[src/rtl/sst_pkg.sv]
// Package: sizes, codes, types and helpers shared by the schedule table cells and top level.
`timescale 1ns / 1ps
package sst_pkg;

    localparam int TABLE_DEPTH = 8;
    localparam int IDX_W       = $clog2(TABLE_DEPTH);
    localparam int CNT_W       = $clog2(TABLE_DEPTH + 1);
    localparam int CMP_W       = (CNT_W > 4) ? CNT_W : 4;

    localparam int TIME_W = 17;
    localparam int DUR_W  = 8;
    localparam int POS_W  = 3;
    localparam int OCNT_W = 4;

    localparam logic [3:0] MAX_ENTRIES_RST = 4'd5;

    localparam logic [1:0] MODE_INSERT = 2'd0;
    localparam logic [1:0] MODE_REMOVE = 2'd1;
    localparam logic [1:0] MODE_READ   = 2'd2;

    localparam logic [2:0] ST_INSERTED  = 3'd0;
    localparam logic [2:0] ST_FULL      = 3'd1;
    localparam logic [2:0] ST_REMOVED   = 3'd2;
    localparam logic [2:0] ST_BAD_INDEX = 3'd3;
    localparam logic [2:0] ST_READ      = 3'd4;
    localparam logic [2:0] ST_BAD_TIME  = 3'd5;

    typedef struct packed {
        logic [TIME_W-1:0] tod;
        logic [DUR_W-1:0]  dur;
    } t_entry;

    // per-cell control from the top level
    typedef struct packed {
        logic ins;       // insert transaction goes ahead
        logic rem;       // remove transaction goes ahead
        logic occupied;  // cell holds a live entry
        logic shift;     // cell sits at or above the removed slot
    } t_cell_ctl;

    function automatic logic [POS_W-1:0] idx_to_pos(input logic [IDX_W-1:0] idx);
        logic [IDX_W+POS_W-1:0] wide;
        wide = {{POS_W{1'b0}}, idx};
        return wide[POS_W-1:0];
    endfunction

    function automatic logic [OCNT_W-1:0] cnt_to_out(input logic [CNT_W-1:0] cnt);
        logic [CNT_W+OCNT_W-1:0] wide;
        wide = {{OCNT_W{1'b0}}, cnt};
        return wide[OCNT_W-1:0];
    endfunction

endpackage

[src/rtl/sst_cell.sv]
// One table cell: holds an entry, compares against the new one and shifts with its neighbours.
`timescale 1ns / 1ps
module sst_cell (
    input  logic               i_clk,
    input  sst_pkg::t_cell_ctl i_ctl,
    input  sst_pkg::t_entry    i_new,
    input  sst_pkg::t_entry    i_left,
    input  logic               i_left_before,
    input  sst_pkg::t_entry    i_right,
    output sst_pkg::t_entry    o_entry,
    output logic               o_before
);
    import sst_pkg::*;

    t_entry r_entry;
    t_entry n_entry;

    // new entry belongs at or ahead of this cell (an empty cell always qualifies)
    assign o_before = !i_ctl.occupied
                   || (i_new.tod < r_entry.tod)
                   || ((i_new.tod == r_entry.tod) && (i_new.dur > r_entry.dur));

    always_comb begin
        n_entry = r_entry;
        if (i_ctl.ins && o_before) begin
            n_entry = i_left_before ? i_left : i_new;
        end else if (i_ctl.rem && i_ctl.shift) begin
            n_entry = i_right;
        end
    end

    always_ff @(posedge i_clk) begin
        r_entry <= n_entry;
    end

    assign o_entry = r_entry;

endmodule

[src/rtl/sorted_schedule_table_unit.sv]
// Top level: sorted schedule table built as a row of shifting cells with a registered result.
//
//  channel | direction | handshake               | payload
//  --------+-----------+-------------------------+---------------------------------------------
//  in      | into unit | i_in_valid / o_in_stall | i_mode i_hour_twelve i_minute i_afternoon
//          |           |                         | i_run_seconds i_slot
//  out     | from unit | o_out_valid / i_out_stall| o_status o_position o_entry_count
//          |           |                         | o_entry_time o_entry_duration
//  cfg     | into unit | i_cfg_we (no stall)     | i_cfg_data (max_entries)
//
// For each transaction every cell compares the new entry with its own in parallel and the
// whole row shifts (right for insert, left for remove) on the accept edge. The result lands
// in the output register on that same edge; one transaction per cycle while o_in_stall is low.
// A new transaction is taken while the output register is empty or being drained, so the
// only stall is the output side holding a result (o_in_stall follows it directly).
// Reset (synchronous, active low) empties the table and sets max_entries to 5; entry
// contents are not cleared, only the fill count is.
`timescale 1ns / 1ps
module sorted_schedule_table_unit (
    input  logic       i_clk,
    input  logic       i_rst_n,
    // input channel
    input  logic       i_in_valid,
    output logic       o_in_stall,
    input  logic [1:0] i_mode,
    input  logic [3:0] i_hour_twelve,
    input  logic [5:0] i_minute,
    input  logic       i_afternoon,
    input  logic [7:0] i_run_seconds,
    input  logic [2:0] i_slot,
    // output channel
    output logic        o_out_valid,
    input  logic        i_out_stall,
    output logic [2:0]  o_status,
    output logic [2:0]  o_position,
    output logic [3:0]  o_entry_count,
    output logic [16:0] o_entry_time,
    output logic [7:0]  o_entry_duration,
    // configuration
    input  logic        i_cfg_we,
    input  logic [3:0]  i_cfg_data
);
    import sst_pkg::*;

    // control state
    logic [CNT_W-1:0] r_count;
    logic [CNT_W-1:0] n_count;
    logic [3:0]       r_max_entries;
    logic             r_out_valid;

    // result register (payload, no reset)
    logic [2:0]        r_status,   n_status;
    logic [POS_W-1:0]  r_position, n_position;
    logic [OCNT_W-1:0] r_entry_cnt, n_entry_cnt;
    logic [TIME_W-1:0] r_entry_time, n_entry_time;
    logic [DUR_W-1:0]  r_entry_dur, n_entry_dur;

    logic             accept;
    logic [CMP_W-1:0] count_ext;
    logic [CMP_W-1:0] limit;
    logic [CMP_W-1:0] slot_ext;
    logic             full;
    logic             bad_time;
    logic             slot_ok;
    logic             do_ins;
    logic             do_rem;
    logic [4:0]       hour24;
    logic [TIME_W-1:0] new_tod;
    t_entry           new_entry;
    logic [IDX_W-1:0] ins_idx;
    logic [IDX_W-1:0] rd_idx;
    logic [IDX_W+2:0] slot_wide;

    t_entry           cell_entry [TABLE_DEPTH];
    logic             cell_before[TABLE_DEPTH];
    t_cell_ctl        cell_ctl   [TABLE_DEPTH];
    logic [TABLE_DEPTH-1:0] ins_here;

    assign o_in_stall = r_out_valid && i_out_stall;
    assign accept     = i_in_valid && !o_in_stall;

    // admission checks
    always_comb begin
        count_ext = CMP_W'(r_count);
        slot_ext  = CMP_W'(i_slot);
        limit     = (CMP_W'(r_max_entries) > CMP_W'(TABLE_DEPTH)) ? CMP_W'(TABLE_DEPTH)
                                                                  : CMP_W'(r_max_entries);
        full      = count_ext >= limit;
        bad_time  = !(i_hour_twelve inside {[4'd1:4'd12]}) || (i_minute > 6'd59);
        slot_ok   = slot_ext < count_ext;
        do_ins    = accept && (i_mode == MODE_INSERT) && !full && !bad_time;
        do_rem    = accept && (i_mode == MODE_REMOVE) && slot_ok;
    end

    // 12-hour clock to seconds since midnight: 12 AM is hour 0, PM adds twelve
    always_comb begin
        hour24 = (i_hour_twelve == 4'd12) ? 5'd0 : {1'b0, i_hour_twelve};
        if (i_afternoon) begin
            hour24 = hour24 + 5'd12;
        end
        new_tod = TIME_W'(hour24 * 17'd3600) + TIME_W'(i_minute * 12'd60);
        new_entry.tod = new_tod;
        new_entry.dur = i_run_seconds;
    end

    // row of cells
    for (genvar g = 0; g < TABLE_DEPTH; g++) begin : g_cell
        assign cell_ctl[g].ins      = do_ins;
        assign cell_ctl[g].rem      = do_rem;
        assign cell_ctl[g].occupied = CMP_W'(g) < count_ext;
        assign cell_ctl[g].shift    = CMP_W'(g) >= slot_ext;

        if (g == 0) begin : g_first
            assign ins_here[g] = cell_before[g];
        end else begin : g_rest
            assign ins_here[g] = cell_before[g] && !cell_before[g-1];
        end

        sst_cell u_cell (
            .i_clk         (i_clk),
            .i_ctl         (cell_ctl[g]),
            .i_new         (new_entry),
            .i_left        ((g == 0) ? new_entry : cell_entry[(g == 0) ? 0 : g-1]),
            .i_left_before ((g == 0) ? 1'b0 : cell_before[(g == 0) ? 0 : g-1]),
            .i_right       (cell_entry[(g == TABLE_DEPTH-1) ? g : g+1]),
            .o_entry       (cell_entry[g]),
            .o_before      (cell_before[g])
        );
    end

    // insert position: the single cell where the before flag first rises
    always_comb begin
        ins_idx = '0;
        for (int k = 0; k < TABLE_DEPTH; k++) begin
            if (ins_here[k]) begin
                ins_idx = ins_idx | IDX_W'(k);
            end
        end
    end

    assign slot_wide = {{IDX_W{1'b0}}, i_slot};
    assign rd_idx    = slot_wide[IDX_W-1:0];

    // result and next count
    always_comb begin
        n_count      = r_count;
        n_status     = ST_BAD_INDEX;
        n_position   = '0;
        n_entry_time = '0;
        n_entry_dur  = '0;
        case (i_mode)
            MODE_INSERT: begin
                if (full) begin
                    n_status = ST_FULL;
                end else if (bad_time) begin
                    n_status = ST_BAD_TIME;
                end else begin
                    n_status     = ST_INSERTED;
                    n_position   = idx_to_pos(ins_idx);
                    n_entry_time = new_tod;
                    n_entry_dur  = i_run_seconds;
                    n_count      = r_count + CNT_W'(1);
                end
            end
            MODE_REMOVE: begin
                n_position = i_slot;
                if (slot_ok) begin
                    n_status = ST_REMOVED;
                    n_count  = r_count - CNT_W'(1);
                end
            end
            MODE_READ: begin
                n_position = i_slot;
                if (slot_ok) begin
                    n_status     = ST_READ;
                    n_entry_time = cell_entry[rd_idx].tod;
                    n_entry_dur  = cell_entry[rd_idx].dur;
                end
            end
            default: begin
                n_status = ST_BAD_INDEX;
            end
        endcase
        n_entry_cnt = cnt_to_out(n_count);
    end

    always_ff @(posedge i_clk) begin
        if (!i_rst_n) begin
            r_count       <= '0;
            r_max_entries <= MAX_ENTRIES_RST;
            r_out_valid   <= 1'b0;
        end else begin
            if (accept) begin
                r_count <= n_count;
            end
            if (i_cfg_we) begin
                r_max_entries <= i_cfg_data;
            end
            if (accept) begin
                r_out_valid <= 1'b1;
            end else if (!i_out_stall) begin
                r_out_valid <= 1'b0;
            end
        end
    end

    always_ff @(posedge i_clk) begin
        if (accept) begin
            r_status     <= n_status;
            r_position   <= n_position;
            r_entry_cnt  <= n_entry_cnt;
            r_entry_time <= n_entry_time;
            r_entry_dur  <= n_entry_dur;
        end
    end

    assign o_out_valid      = r_out_valid;
    assign o_status         = r_status;
    assign o_position       = r_position;
    assign o_entry_count    = r_entry_cnt;
    assign o_entry_time     = r_entry_time;
    assign o_entry_duration = r_entry_dur;

    // fill count never passes the table depth
    a_count_bound: assert property (@(posedge i_clk) disable iff (!i_rst_n)
        CMP_W'(r_count) <= CMP_W'(TABLE_DEPTH))
        else $error("fill count beyond table depth");

    // exactly one cell claims the insert
    a_ins_onehot: assert property (@(posedge i_clk) disable iff (!i_rst_n)
        do_ins |-> $onehot(ins_here))
        else $error("insert position not unique");

    // insert grows the table by one
    a_ins_count: assert property (@(posedge i_clk) disable iff (!i_rst_n)
        do_ins |=> (r_count == $past(r_count) + CNT_W'(1)))
        else $error("insert did not bump fill count");

    // remove shrinks the table by one and reports it
    a_rem_count: assert property (@(posedge i_clk) disable iff (!i_rst_n)
        do_rem |=> (r_count == $past(r_count) - CNT_W'(1)) && o_out_valid
                   && (o_status == ST_REMOVED))
        else $error("remove bookkeeping wrong");

    // a stalled result blocks new transactions
    a_no_overrun: assert property (@(posedge i_clk) disable iff (!i_rst_n)
        (o_out_valid && i_out_stall) |-> !accept)
        else $error("transaction taken over a held result");

endmodule

[config.mk]
export PLATFORM = sky130hd
export DESIGN_NAME = sorted_schedule_table_unit
export DESIGN_NICKNAME = d
export VERILOG_FILES = /design/src/rtl/sst_pkg.sv /design/src/rtl/sst_cell.sv /design/src/rtl/sorted_schedule_table_unit.sv
export SDC_FILE = /design/constraint.sdc
export NUM_CORES = 1
export LEC_CHECK = 0
export BUFFER_PORTS_ARGS = -buffer_cell sky130_fd_sc_hd__buf_2
export CAP_MARGIN = 15
export CELL_PAD_IN_SITES_DETAIL_PLACEMENT = 0
export CELL_PAD_IN_SITES_GLOBAL_PLACEMENT = 1
export CORE_MARGIN = 3
export CORE_UTILIZATION = 53
export CTS_CLUSTER_SIZE = 16
export DETAILED_ROUTE_END_ITERATION = 8
export GPL_TIMING_DRIVEN = 0
export PLACE_DENSITY = 0.92
export REMOVE_ABC_BUFFERS = 1
export SLEW_MARGIN = 20
export SYNTH_ARGS = -nofsm -noshare
export SYNTH_HDL_FRONTEND = slang
export SYNTH_HIERARCHICAL = 1
export SYNTH_SLANG_ARGS = --single-unit
[constraint.sdc]
create_clock -name i_clk -period 10.1 [get_ports i_clk]
set_clock_uncertainty 0.15 [all_clocks]
set_input_delay 1.515 -clock i_clk [delete_from_list [all_inputs] [get_ports i_clk]]
set_output_delay 1.515 -clock i_clk [all_outputs]
set_load 0.05 [all_outputs]
* Word-level counts from Yosys, hierarchy flattened *
Index checks and enable logic that the tools add are counted.

cells by class
  add/sub/neg operators = 4
  $mul = 2
  magnitude comparators = 38
  eq/ne operators = 12
  mux-type cells = 56
  bitwise operators = 1
  reduce and logical (&&, ||, !) cells = 83

operator list
  operator                                           number
  2-to-1 mux 25 bit                                  23
  == test 17 bit                                     8
  < comparator 17 bit                                8
  binary-select mux 25 bit (select 3 bit)            1
  greater-than comparator 8 bit                      8
  2-to-1 mux 17 bit                                  3
  logical AND 1 bit                                  38
  case mux 17 bit (2 select lines)                   1
  2-to-1 mux 3 bit                                   9
  2-to-1 mux 8 bit                                   3
  2-to-1 mux 4 bit                                   5
  zero test 1 bit                                    19
  adder 17 x 12 -> 17 bit                            1
  logical OR 1 bit                                   17
  < comparator 3 x 4 -> 1 bit, first input constant  4
  case mux 8 bit (2 select lines)                    1
  nonzero test 2 bit                                 7
  multiplier 5 x 8 -> 13 bit, second input constant  1
  multiplier 6 x 4 -> 10 bit, second input constant  1
  >= comparator 3 bit, first input constant          3
  case mux 3 bit (3 select lines)                    1
  < comparator 1 x 4 -> 1 bit, first input constant  2
  < comparator 2 x 4 -> 1 bit, first input constant  2
  case mux 4 bit (2 select lines)                    1
  23 further kinds                                   29

word-level totals
  register bits = 244
  input port bits = 33
  output and inout bits = 37
  word-level logic and storage cells = 220

* Longest topological paths before layout *
  depth after elaboration = 21
  depth in mapped cells = 28
  mapped depth without buffers = 28

* By module *
The synthesis kept the hierarchy.

by module, submodules not included
  module                      times used  cells an instance  area an instance (um2)  sequential area each (um2)
  sst_cell                    8           171                2,085.8                 750.7
  sorted_schedule_table_unit  1           504                5,301.3                 1,231.2

* Worst setup path before layout *
No wires, ideal clock.

  path type = input -> register
  start point = in i_minute[3]
  end point = reg g_cell[7].u_cell.r_entry (netlist bit g_cell[7].u_cell/o_entry[15]), data pin
  setup time = 260 ps
  arrival time = 7,950 ps
  required time = 9,690 ps
  setup slack = 1,740 ps
  stages = 27
  path buffers = 2
  path through = inv_1 -> fa_1 -> fa_1 -> inv_1 -> ha_1 -> nor2b_1 -> o21ai_0 -> a21boi_0 -> o21a_1 -> nor2_1 -> xnor2_1 -> ha_1 -> a21oi_1 -> o211ai_1 -> a31oi_1 -> and3b_1 -> xor2_1 -> ha_1 -> and4_4 -> nand4_1 -> o41ai_2 -> o41ai_2 -> nand2_1 -> clkbuf_1 -> clkbuf_1 -> mux2_2 -> mux2_4

RTL lines
  element               line                              text
  from (decl)           sorted_schedule_table_unit.sv:27  input logic [5:0] i_minute,
  to (signal assigned)  sst_cell.sv:33                    r_entry <= n_entry;
  to (decl)             sst_cell.sv:15                    t_entry r_entry;

==> results.ini <==
[setup_path]
critical_setup_path_kind=input pin to flop
worstRegToRegCells=7
rr_endpoint=g_cell[4].u_cell/o_entry[19]
timing.reg2reg.setup_slack_ps=5360
worst_ep_arrival_time_ps=9160
worstSetupStartpointType=input pin
required_ps=10220
crit_fanout=31
cp-end-kind=flop
r2r-start=count_ext[3]

[floorplan]
initial_core_util_pct=54.46
dieArea_sq_um=43970
top_level_ports=70
dieHeight_um=209.7
floorplan.core_area_sq_um=40370
std_cell_rows=73
die_width_um=209.7

[hold_path]
min_from=r_max_entries[0]
type_of_the_tightest_min_delay_check=flop to flop
timing.hold.worst_path_depth=2
holdPathEnd=r_max_entries[0]

[global_route]
grt_antenna_before_repair=1
grt_first_pass_wirelength_mm=89.87
grt_start_max_net_pins=33
globalRouteTotalUtil_pct=25.73
first_global_vias=16090
grt_remaining_overflow=0

[yosys]
synth_top_flop_cell=sky130_fd_sc_hd__edfxtp_1
syn_area_per_cell_sq_um=11.75
asyncSetResetFlopFracSynth_pct=0
register_bit_total_from_synthesis=244
post_synth_instance_area_sq_um=21990
syn-instance-count=1872
synth-seq-area-share_pct=32.91
synth_edf_count=235
synth.distinct_cells=63
yosysWarningCount=6

[timing]
max_slew.worst_pin.slew_ps=1102
final_max_slew_viol_count=0
finalHoldViolations=0
post-route-period-util_pct=89.49
setup-tns-final_ps=0
rsz0062_at_grt=no
slew_headroom_pct=26.55
report.final.setup_viol=0
top_achievable_clock_speed_mhz=110.6
finalWorstPathRequiredPeriod_ps=9039

[flow_run]
max_cap_viol_count=0

[drt]
first_drt_iteration_drcs=1417
drc=0
postRouteWirelength_mm=57.88
routed_wire_length_per_instance_um=23.14
via_count=15780
firstDrtPassIters=5
route.detailed.vias_per_inst=6.310
antenna_violation_net_count_after_detailed_routing=0

[placement]
io_buffers=69
finalWeightedCongestion=0.8442
place_area_sq_um=23270
hpwl_mm=42.37

[cells_and_area]
antenna_fix_cells=0
fin_area_sq_um=24170
design.final.nets=2258
flow.area_growth_from_synthesis_pct=9.913
fin_util_pct=59.86
layout.area.seq_sq_um=7237
multiInputGateArea_sq_um=13600
final.fill_count=3160
post_route_cells_drive_above_1_share_pct=32.24

[cts]
cts-hold-fix-buffers=0
ctsHtreeMaxLevel=1
clk_transition_reported_paths_ps=60
cts_tree=yes
clk_root_buffer_cell=sky130_fd_sc_hd__clkbuf_16
cts-resized-gates=0
clock_sinks=244
post_cts_buffers=0
cts_buffers=28
clock_insertion_delay_worst_skew_ps=560
ctsLongestPathBuffers=3

[pwr]
power_leakage_uw=0.01053
power.density_cell_area_nw_per_um2=190.7
max-vdd-ir-drop_mv=0.1343
power.total_uw=4609

[outcome]
outcome=finished clean

[routing by layer]
metal / track usage (%) / up-vias / part of all wire [%]
met5: 0 / - / 0
met4: 9.099 / 0 / 3.0
met3: 2.945 / 114 / 6.9
met2: 43.74 / 685 / 49
met1: 34.14 / 7867 / 41
li1: - / 7115 / -
[Yosys cell counts (14+ instances only)]
library cell               count  area, sq um
sky130_fd_sc_hd__inv_1       264        991.0
sky130_fd_sc_hd__ha_1        258         3228
sky130_fd_sc_hd__edfxtp_1    235         7057
sky130_fd_sc_hd__mux2_2      232         2613
sky130_fd_sc_hd__mux2_4      152         2282
sky130_fd_sc_hd__nand2_1     108        405.4
sky130_fd_sc_hd__o21ai_0      82        410.4
sky130_fd_sc_hd__a21oi_1      70        350.3
sky130_fd_sc_hd__mux4_2       50         1126
sky130_fd_sc_hd__nand4_1      42        262.8
sky130_fd_sc_hd__clkbuf_1     34        127.6
sky130_fd_sc_hd__nor2_1       34        127.6
sky130_fd_sc_hd__mux2i_1      29        290.3
sky130_fd_sc_hd__a21o_1       24        180.2
sky130_fd_sc_hd__buf_6        16        180.2
sky130_fd_sc_hd__o41ai_2      16        260.3
sky130_fd_sc_hd__o21ai_1      14        70.07
sky130_fd_sc_hd__xnor2_1      14        122.6
[per-stage QoR]
stage | cells | setup slack (ps) | hold WS [ps]
global route | 2501 | 574.1 | 361.6
global placement | 2428 | -612.7 | 304.0
finish | 2501 | 1061 | 321.9
floorplan | 1834 | 1705 | 281.8
detailed placement | 2449 | 184.6 | 308.0
CTS | 2499 | 746.9 | 326.1
[registers in the layout (all words and copies together) (netlist names)]
name and flops:
g_cell.u_cell/o_entry 200, o_entry_time 17, o_entry_duration 8, count_ext 4, o_entry_count 4, r_max_entries 4, o_position 3, o_status 3
o_out_valid 1
[cell usage in the layout (no fill, tap or decap), drive strengths merged, types with 42 or more instances in the layout]
master  netlist  layout
nand2       108     108
nand4        42      42
buf          30      92
a21oi        70      70
o21ai        96      96
ha          258     258
inv         265     265
edfxtp      235     235
clkbuf       34      44
mux2        384     384
mux4         50      50
[worst max-delay path: stages]
cell,delay [ps]
sky130_fd_sc_hd__buf_2,250
sky130_fd_sc_hd__ha_1,870
sky130_fd_sc_hd__ha_1,310
sky130_fd_sc_hd__inv_1,70
sky130_fd_sc_hd__fa_1,460
sky130_fd_sc_hd__nor2b_1,120
sky130_fd_sc_hd__o21ai_0,100
sky130_fd_sc_hd__a21boi_0,250
sky130_fd_sc_hd__o21a_1,150
sky130_fd_sc_hd__nor2_1,50
sky130_fd_sc_hd__xnor2_1,120
sky130_fd_sc_hd__ha_1,390
sky130_fd_sc_hd__o21a_1,160
sky130_fd_sc_hd__nor2_1,40
sky130_fd_sc_hd__a31oi_1,340
sky130_fd_sc_hd__nand4_1,210
sky130_fd_sc_hd__xor2_2,780
sky130_fd_sc_hd__ha_1,300
sky130_fd_sc_hd__and4_4,250
sky130_fd_sc_hd__nand4_1,250
sky130_fd_sc_hd__o41ai_2,380
sky130_fd_sc_hd__o41ai_2,180
sky130_fd_sc_hd__nand2_2,620
sky130_fd_sc_hd__a21oi_1,140
sky130_fd_sc_hd__o311ai_0,700
sky130_fd_sc_hd__a21oi_1,150
[final cells by class]
class | count | share of cell area [%]
inverters | 265 | 4.116
repair buffers | 92 | 3.484
flip-flops and latches | 244 | 29.95
clock inverters | 6 | 0.1087
well taps | 525 | 2.718
multi-input cells | 1325 | 56.27
clock buffers | 44 | 3.360
[kinds of logic after synthesis]
family	Yosys count	synth area share, %
muxes	463	28.70
DFF	244	32.91
other	2	0.03416
adders and majority gates	269	15.68
AOI/OAI and AO/OA	292	9.885
and+or+nand+nor	249	5.600
xor gates and xnor gates	24	0.9560
buffers and inverters	329	6.225
[how the worst max path moves through the flow]
stage                      from                            to  cells past startpoint
floorplan           i_minute[3]   g_cell[0].u_cell/o_entry[0]                     24
global placement    i_minute[0]  g_cell[7].u_cell/o_entry[23]                     24
detailed placement  i_minute[0]  g_cell[4].u_cell/o_entry[23]                     24
CTS                 i_minute[0]   g_cell[4].u_cell/o_entry[9]                     24
global route        i_minute[0]                 o_position[2]                     26
finish              i_minute[0]                 o_position[2]                     26
[power by group]
| part | internal (uW) | switching, uW | total [uW] |
|---|---|---|---|
| clock | 546 | 420 | 966 |
| combinational | 1010 | 1420 | 2430 |
| sequential | 1170 | 40.4 | 1210 |
No activity file was read; power rests on OpenSTA's default activity.
